--- config.mk ---
export PLATFORM = sky130hd
export DESIGN_NAME = rssi_trimmed_mean_presence
export DESIGN_NICKNAME = d
export VERILOG_FILES = /design/src/rtl/rtmp_pkg.sv /design/src/rtl/rtmp_ctrl.sv /design/src/rtl/rtmp_datapath.sv /design/src/rtl/rssi_trimmed_mean_presence.sv
export SDC_FILE = /design/constraint.sdc
export NUM_CORES = 1
export LEC_CHECK = 0
export BUFFER_PORTS_ARGS = -buffer_cell sky130_fd_sc_hd__buf_4
export CORE_UTILIZATION = 60
export CTS_BUF_LIST = sky130_fd_sc_hd__clkbuf_4 sky130_fd_sc_hd__clkbuf_8
export DETAILED_ROUTE_END_ITERATION = 16
export PLACE_DENSITY = 0.82
export SYNTH_ARGS = -nofsm -noshare
export SYNTH_HDL_FRONTEND = slang
export SYNTH_SLANG_ARGS = --single-unit
--- constraint.sdc ---
create_clock -name clk -period 6 [get_ports clk]
set_clock_uncertainty 0.15 [all_clocks]
set_input_delay 0 -clock clk [delete_from_list [all_inputs] [get_ports clk]]
set_output_delay 0 -clock clk [all_outputs]
set_load 0.03 [all_outputs]
--- src/rtl/rtmp_pkg.sv ---
// ----------------------------------------------------------------------------
// rtmp_pkg: shared types and constants
// Window size, derived widths, register indexes, controller states and the
// command/status bundles between controller and datapath.
// ----------------------------------------------------------------------------
package rtmp_pkg;

	localparam int WINDOW_DEPTH = 6;
	localparam int SAMPLE_W     = 8;
	localparam int IDX_W        = $clog2(WINDOW_DEPTH);
	localparam int CNT_W        = $clog2(WINDOW_DEPTH + 1);
	// sum of a full window of signed samples
	localparam int SUM_W        = SAMPLE_W + $clog2(WINDOW_DEPTH);
	localparam int MAG_W        = SUM_W;
	localparam int BIT_W        = $clog2(MAG_W);
	localparam int MIN_FILL     = 2;

	localparam int CFG_IDX_W    = 1;
	localparam int CFG_DATA_W   = 8;

	localparam logic [CFG_IDX_W-1:0] CFG_ENABLE    = 1'd0;
	localparam logic [CFG_IDX_W-1:0] CFG_THRESHOLD = 1'd1;

	localparam logic signed [SAMPLE_W-1:0] THRESHOLD_RESET = -8'sd70;

	typedef enum logic [2:0] {
		ST_IDLE,
		ST_CHECK,
		ST_SCAN,
		ST_TRIM,
		ST_DIV,
		ST_DECIDE
	} state_t;

	typedef struct packed {
		logic store;
		logic scan;
		logic trim;
		logic div;
		logic load_out;
	} cmd_t;

	typedef struct packed {
		logic go;
		logic scan_last;
		logic div_done;
		logic emit;
		logic out_free;
	} status_t;

endpackage

--- src/rtl/rtmp_ctrl.sv ---
// ----------------------------------------------------------------------------
// rtmp_ctrl: sequencing FSM
// Steps one sample through store and check and, when a decision is due, window scan, trim, divide and decision.
// ----------------------------------------------------------------------------
module rtmp_ctrl import rtmp_pkg::*; (
	input  logic    clk,
	input  logic    arst_n,
	input  logic    in_valid,
	output logic    in_ready,
	input  status_t status,
	output cmd_t    cmd
);

	state_t state_q;
	state_t state_nxt;

	always_ff @(posedge clk or negedge arst_n) begin
		if (!arst_n) begin
			state_q <= ST_IDLE;
		end else begin
			state_q <= state_nxt;
		end
	end

	always_comb begin
		state_nxt = state_q;
		cmd       = '0;
		in_ready  = 1'b0;
		case (state_q)
			ST_IDLE: begin
				in_ready = 1'b1;
				if (in_valid) begin
					cmd.store = 1'b1;
					state_nxt = ST_CHECK;
				end
			end
			ST_CHECK: begin
				state_nxt = status.go ? ST_SCAN : ST_IDLE;
			end
			ST_SCAN: begin
				cmd.scan = 1'b1;
				if (status.scan_last) begin
					state_nxt = ST_TRIM;
				end
			end
			ST_TRIM: begin
				cmd.trim  = 1'b1;
				state_nxt = ST_DIV;
			end
			ST_DIV: begin
				cmd.div = 1'b1;
				if (status.div_done) begin
					state_nxt = ST_DECIDE;
				end
			end
			ST_DECIDE: begin
				if (!status.emit) begin
					state_nxt = ST_IDLE;
				end else if (status.out_free) begin
					cmd.load_out = 1'b1;
					state_nxt    = ST_IDLE;
				end
			end
			default: begin
				state_nxt = ST_IDLE;
			end
		endcase
	end

endmodule

--- src/rtl/rtmp_datapath.sv ---
// ----------------------------------------------------------------------------
// rtmp_datapath: window, scan accumulator, divider and output register
// Holds config, the sample window, min/max/sum scan, a restoring divider
// (one quotient bit per cycle) and the result register.
// ----------------------------------------------------------------------------
module rtmp_datapath import rtmp_pkg::*; (
	input  logic                        clk,
	input  logic                        arst_n,
	input  logic                        cfg_we,
	input  logic [CFG_IDX_W-1:0]        cfg_index,
	input  logic [CFG_DATA_W-1:0]       cfg_data,
	input  logic signed [SAMPLE_W-1:0]  sample_rssi,
	input  cmd_t                        cmd,
	output status_t                     status,
	output logic                        out_valid,
	input  logic                        out_ready,
	output logic                        unlock,
	output logic signed [SAMPLE_W-1:0]  average_rssi
);

	localparam int EXT_W = SUM_W - SAMPLE_W;
	localparam logic [IDX_W-1:0] LAST_SLOT = IDX_W'(WINDOW_DEPTH - 1);
	localparam logic [CNT_W-1:0] FULL_CNT  = CNT_W'(WINDOW_DEPTH);
	localparam logic [BIT_W-1:0] DIV_LAST  = BIT_W'(MAG_W - 1);

	logic signed [SAMPLE_W-1:0] win_q [WINDOW_DEPTH];
	logic [CNT_W-1:0]           fill_q;
	logic [IDX_W-1:0]           slot_q;
	logic                       en_q;
	logic signed [SAMPLE_W-1:0] thr_q;
	logic [IDX_W-1:0]           idx_q;
	logic signed [SAMPLE_W-1:0] max_q;
	logic signed [SAMPLE_W-1:0] min_q;
	logic [SUM_W-1:0]           sum_q;
	logic [CNT_W-1:0]           cnt_q;
	logic                       neg_q;
	logic [MAG_W-1:0]           quo_q;
	logic [CNT_W-1:0]           rem_q;
	logic [BIT_W-1:0]           bit_q;
	logic                       last_q;
	logic                       out_valid_q;
	logic                       unlock_q;
	logic signed [SAMPLE_W-1:0] avg_q;

	logic signed [SAMPLE_W-1:0] s;
	logic [SUM_W-1:0]           s_ext;
	logic [SUM_W-1:0]           max_ext;
	logic [SUM_W-1:0]           min_ext;
	logic                       all_eq;
	logic [SUM_W-1:0]           trimmed;
	logic [CNT_W:0]             sh;
	logic [CNT_W+1:0]           diff;
	logic [MAG_W-1:0]           qs;
	logic signed [SAMPLE_W-1:0] avg;
	logic                       dec;

	assign s       = win_q[idx_q];
	assign s_ext   = {{EXT_W{s[SAMPLE_W-1]}}, s};
	assign max_ext = {{EXT_W{max_q[SAMPLE_W-1]}}, max_q};
	assign min_ext = {{EXT_W{min_q[SAMPLE_W-1]}}, min_q};
	assign all_eq  = (max_q == min_q);
	// all equal: drop one copy only
	assign trimmed = all_eq ? (sum_q - max_ext) : (sum_q - max_ext - min_ext);

	assign sh   = {rem_q, quo_q[MAG_W-1]};
	assign diff = {1'b0, sh} - {2'b00, cnt_q};

	// quotient magnitude back to signed; truncation toward zero
	assign qs  = neg_q ? (~quo_q + MAG_W'(1)) : quo_q;
	assign avg = qs[SAMPLE_W-1:0];
	assign dec = (avg > thr_q);

	assign status.go        = en_q && (fill_q > CNT_W'(MIN_FILL));
	assign status.scan_last = (CNT_W'(idx_q) + CNT_W'(1)) == fill_q;
	assign status.div_done  = (bit_q == DIV_LAST);
	assign status.emit      = (dec != last_q);
	assign status.out_free  = !out_valid_q || out_ready;

	assign out_valid    = out_valid_q;
	assign unlock       = unlock_q;
	assign average_rssi = avg_q;

	// sample window, no reset
	always_ff @(posedge clk) begin
		if (cmd.store) begin
			win_q[slot_q] <= sample_rssi;
		end
	end

	always_ff @(posedge clk or negedge arst_n) begin
		if (!arst_n) begin
			fill_q      <= '0;
			slot_q      <= '0;
			en_q        <= 1'b0;
			thr_q       <= THRESHOLD_RESET;
			last_q      <= 1'b0;
			out_valid_q <= 1'b0;
			idx_q       <= '0;
			bit_q       <= '0;
		end else begin
			if (cfg_we) begin
				case (cfg_index)
					CFG_ENABLE:    en_q  <= cfg_data[0];
					CFG_THRESHOLD: thr_q <= cfg_data[SAMPLE_W-1:0];
					default: ;
				endcase
			end
			if (cmd.store) begin
				slot_q <= (slot_q == LAST_SLOT) ? '0 : slot_q + IDX_W'(1);
				if (fill_q != FULL_CNT) begin
					fill_q <= fill_q + CNT_W'(1);
				end
				idx_q <= '0;
			end else if (cmd.scan) begin
				idx_q <= idx_q + IDX_W'(1);
			end
			if (cmd.trim) begin
				bit_q <= '0;
			end else if (cmd.div) begin
				bit_q <= bit_q + BIT_W'(1);
			end
			if (cmd.load_out) begin
				out_valid_q <= 1'b1;
				last_q      <= dec;
			end else if (out_ready) begin
				out_valid_q <= 1'b0;
			end
		end
	end

	always_ff @(posedge clk) begin
		if (cmd.scan) begin
			if (idx_q == '0) begin
				max_q <= s;
				min_q <= s;
				sum_q <= s_ext;
			end else begin
				if (s > max_q) max_q <= s;
				if (s < min_q) min_q <= s;
				sum_q <= sum_q + s_ext;
			end
		end
		if (cmd.trim) begin
			cnt_q <= all_eq ? (fill_q - CNT_W'(1)) : (fill_q - CNT_W'(2));
			neg_q <= trimmed[SUM_W-1];
			quo_q <= trimmed[SUM_W-1] ? (~trimmed + SUM_W'(1)) : trimmed;
			rem_q <= '0;
		end else if (cmd.div) begin
			if (!diff[CNT_W+1]) begin
				rem_q <= diff[CNT_W-1:0];
				quo_q <= {quo_q[MAG_W-2:0], 1'b1};
			end else begin
				rem_q <= sh[CNT_W-1:0];
				quo_q <= {quo_q[MAG_W-2:0], 1'b0};
			end
		end
		if (cmd.load_out) begin
			unlock_q <= dec;
			avg_q    <= avg;
		end
	end

endmodule

--- src/rtl/rssi_trimmed_mean_presence.sv ---
// ----------------------------------------------------------------------------
// rssi_trimmed_mean_presence: trimmed-mean presence detector
//
//   channel  | handshake            | payload
//   ---------+----------------------+----------------------------------
//   in       | in_valid / in_ready  | sample_rssi
//   out      | out_valid / out_ready| unlock, average_rssi
//   cfg      | cfg_we               | cfg_index, cfg_data
//
// One word at a time: a sample is stored, then checked; when a decision
// is made the scan steps through each stored sample (up to 6), then the
// trim step, the divider (one quotient bit per cycle) and the decide step
// follow. A pending result waits in the output register;
// the next decision stalls only if that register is still full.
// Reset clears control, fill count, config and last decision; the window
// itself is not cleared.
// ----------------------------------------------------------------------------
module rssi_trimmed_mean_presence import rtmp_pkg::*; (
	input  logic                        clk,
	input  logic                        arst_n,
	input  logic                        cfg_we,
	input  logic [CFG_IDX_W-1:0]        cfg_index,
	input  logic [CFG_DATA_W-1:0]       cfg_data,
	input  logic                        in_valid,
	output logic                        in_ready,
	input  logic signed [SAMPLE_W-1:0]  sample_rssi,
	output logic                        out_valid,
	input  logic                        out_ready,
	output logic                        unlock,
	output logic signed [SAMPLE_W-1:0]  average_rssi
);

	cmd_t    cmd;
	status_t status;

	rtmp_ctrl u_ctrl (
		.clk      (clk),
		.arst_n   (arst_n),
		.in_valid (in_valid),
		.in_ready (in_ready),
		.status   (status),
		.cmd      (cmd)
	);

	rtmp_datapath u_dp (
		.clk          (clk),
		.arst_n       (arst_n),
		.cfg_we       (cfg_we),
		.cfg_index    (cfg_index),
		.cfg_data     (cfg_data),
		.sample_rssi  (sample_rssi),
		.cmd          (cmd),
		.status       (status),
		.out_valid    (out_valid),
		.out_ready    (out_ready),
		.unlock       (unlock),
		.average_rssi (average_rssi)
	);

endmodule

==> impl_metrics.csv <==
group,metric,value,unit
critical_path,arrival,5.03,ns
placement,post-dp-hpwl,11600,µm
critical_path,cp-start-kind,"flip-flop",
pwr,total_leakage_power,3.53,nW
synth,synth-async-reset-ratio,20.9,%
route,vias_per_cell,5.82,
clocking,cts_made_buffers,17,
route,first_pass_iters,5,
timing,slew_viol_final,0,
timing,slew_headroom,14.0,%
layout,num_antenna_cells,0,
outcome,outcome,"finished, final reports clean",
route,post-route-drc-count,0,
grt,first_global_vias,5567,
placement,port_buffers,32,
grt,antenna_found_initial,0,
critical_path,cp.required,6.06,ns
synth,synth_ff_type,"edfxtp_1",
synth,synth.avg_cell_area,11.2,µm²
clocking,clockRootBuffer,"clkbuf_8",
clocking,cts_tree,"done",
run,drv_cap,0,
timing,grt_setup_unrepaired,"no",
clocking,cts_htree_levels,4,
timing,setup_viol,0,
route,wl_per_cell,17.0,µm
synth,ys_seq_elements,129,
die,die_h,115,µm
die,die_area,13300,µm²
clocking,clk_pin_slew,0.07,ns
die,design.portCount,33,
grt,grt_max_degree,23,
layout,layout_commonest_cell,"edfxtp_1",
synth,synth-edff-count,99,
timing,fin_crit,4.97,ns
layout,final_cell_mix,"edfxtp_1, ha_1, nor2_1",
route,drt_iter0_markers,358,
die,initial_core_util,61.3,%
critical_path,critPathCaptureType,"flip-flop",
grt,grt_pass1_wl,26100,µm
worst_hold_path,hold_class,"input port to flip-flop",
synth,synthesis.nets,782,
clocking,cts_buffer_depth,2,
timing,max_freq,201,MHz
layout,nets,853,
route,drtAntennaViolNets,0,
clocking,clock_latency,0.46,ns
placement,finalWeightedCongestion,0.896,
pwr,power_density,542,nW/µm²
synth,synth_cells,691,
synth,synth_area,7710,µm²
timing,worstMarginPinSlew,1.28,ns
clocking,cts.sinks,129,
layout,synthToLayoutAreaGrowth,13.7,%
pwr,ir_drop,0.245,mV
die,fp.coreArea,12600,µm²
synth,ys_warn_count,0,
route,drt-total-wl,16100,µm
clocking,post_cts_buffers,0,
timing,final.setup.tns,0,ns
layout,drive_gt1_share,14.7,%
synth,ys_types,64,
critical_path,path_max_fanout,13,
route,vias,5509,
die,fp.dieW,115,µm
timing,layout_setup_ws,1.03,ns
timing,hold_viol,0,
timing,period_share,82.8,%
layout,fin_util,69.8,%
layout,fillers,850,
grt,grt_use_total,26.1,%
grt,grt_overflow_total,0,
die,rows,41,
placement,dpl_worst_slack,1.04,ns
critical_path,worst-setup-path-type,"flip-flop to flip-flop",
synth,ys_seq_area_share,48.2,%
[synthesized netlist by cell type, drive strengths merged, types with 4 or more instances]
cell / count / area, µm²
a31oi: 5 / 37.5
a21boi: 5 / 37.5
a211oi: 4 / 40.0
mux2: 18 / 206
o21a: 10 / 75.1
clkbuf: 9 / 33.8
mux2i: 12 / 120
mux4: 8 / 180
dfstp: 5 / 131
ha: 65 / 813
a21o: 9 / 67.6
o21ai: 56 / 292
nand4: 8 / 50.1
xor2: 18 / 158
edfxtp: 99 / 2970
fa: 4 / 80.1
nand2: 50 / 188
nand2b: 14 / 87.6
nor2b: 12 / 75.1
o31ai: 8 / 65.1
nand3: 6 / 30.0
nor2: 54 / 203
and2: 5 / 31.3
buf: 6 / 36.3
nor3: 16 / 80.1
dfrtp: 22 / 551
o31a: 4 / 35.0
a21oi: 34 / 170
inv: 50 / 188
xnor2: 37 / 324
o211ai: 4 / 30.0
[area by class of cell]
class                           instances  area (µm²)  area share, %
Timing Repair Buffer                   67         576           6.56
Tap cell                              172         215           2.45
Multi-Input combinational cell        496        3730           42.6
Inverter                               51         191           2.18
Clock inverter                          7        38.8          0.442
Sequential cell                       129        3710           42.4
Clock buffer                           25         300           3.42
[timing repair]
action	4_1_cts	5_1_grt
hold buffers	29	0
resized for setup	0	0
endpoints found under the hold margin	93	0
[layer usage]
| layer | share of wire (%) | wire, µm | GRT usage (%) | vias up |
|---|---|---|---|---|
| met3 | 3.9 | 622 | 5.17 | 46 |
| met2 | 53 | 8500 | 47.0 | 158 |
| met5 | 0 | 0 | 0 | - |
| met4 | 2.8 | 456 | 13.0 | 0 |
| li1 | - | - | - | 2659 |
| met1 | 40 | 6500 | 29.6 | 2646 |
[per-stage QoR]
| step | std cells | hold slack (ns) | area [µm²] | power (mW) |
|---|---|---|---|---|
| 3_3_place_gp | 886 | -0.227 | 8140 | 3.89 |
| 6_report | 947 | 0.00957 | 8770 | 4.75 |
| 4_1_cts | 947 | 0.000899 | 8770 | 4.72 |
| 2_1_floorplan | 691 | -0.446 | 7710 | 3.48 |
| 3_5_place_dp | 886 | -0.215 | 8140 | 4.04 |
| 5_1_grt | 947 | 0.0510 | 8770 | 5.10 |
[kinds of logic (layout without fill, tap and decap cells)]
logic type,after synthesis,count (layout),share of synthesized area (%)
AOI/OAI and AO/OA,153,153,12.7
adders and majority gates,69,69,11.6
xor gates and xnor gates,55,55,6.25
DFF,129,129,48.2
muxes,38,38,6.57
buffers and inverters,66,150,3.39
and+or+nand+nor,181,181,11.3
[sequential cells by signal, summed over array words and instances (netlist names), 4 cells and up]
register and cells:
u_dp.average_rssi 8, u_dp.bit_q 4, u_dp.max_q 8, u_dp.min_q 8, u_dp.quo_q 11, u_dp.sum_q 11, u_dp.thr_q 8, u_dp.win_q 48
[worst max-delay path: stages, from the launching register on]
cell and delay [ns]:
edfxtp_1 0.40, inv_1 0.07, ha_1 0.17, inv_1 0.06, fa_1 0.43, a211oi_2 0.37
o21bai_1 0.14, a21oi_1 0.23, xnor2_1 0.16, ha_1 0.24, or3_1 0.40, nand2b_1 0.18
o2bb2ai_2 0.16, o21ai_0 0.13, mux2i_1 0.14, xnor2_1 0.75, o21ai_2 0.12, xnor2_1 0.16
mux2_4 0.26
[report_power, final]
group          internal [mW]  switching [mW]
sequential              1.25           0.169
combinational           1.16            1.52
clock                  0.326           0.332
[worst paths after layout]
check,from,to,slack (ns),cells past startpoint
max,u_dp.sum_q[0],u_dp.quo_q[8],1.03,18
min,cfg_we,u_dp.thr_q[2],0.01,3
max reg2reg,u_dp.sum_q[0],u_dp.quo_q[8],1.03,18
min reg2reg,u_dp.slot_q[0],u_dp.slot_q[0],0.36,1
max in group asynchronous,arst_n,u_dp.bit_q[1],3.74,4
min in group asynchronous,arst_n,u_dp.thr_q[1],0.51,3
(Power assumes the default switching activity.)
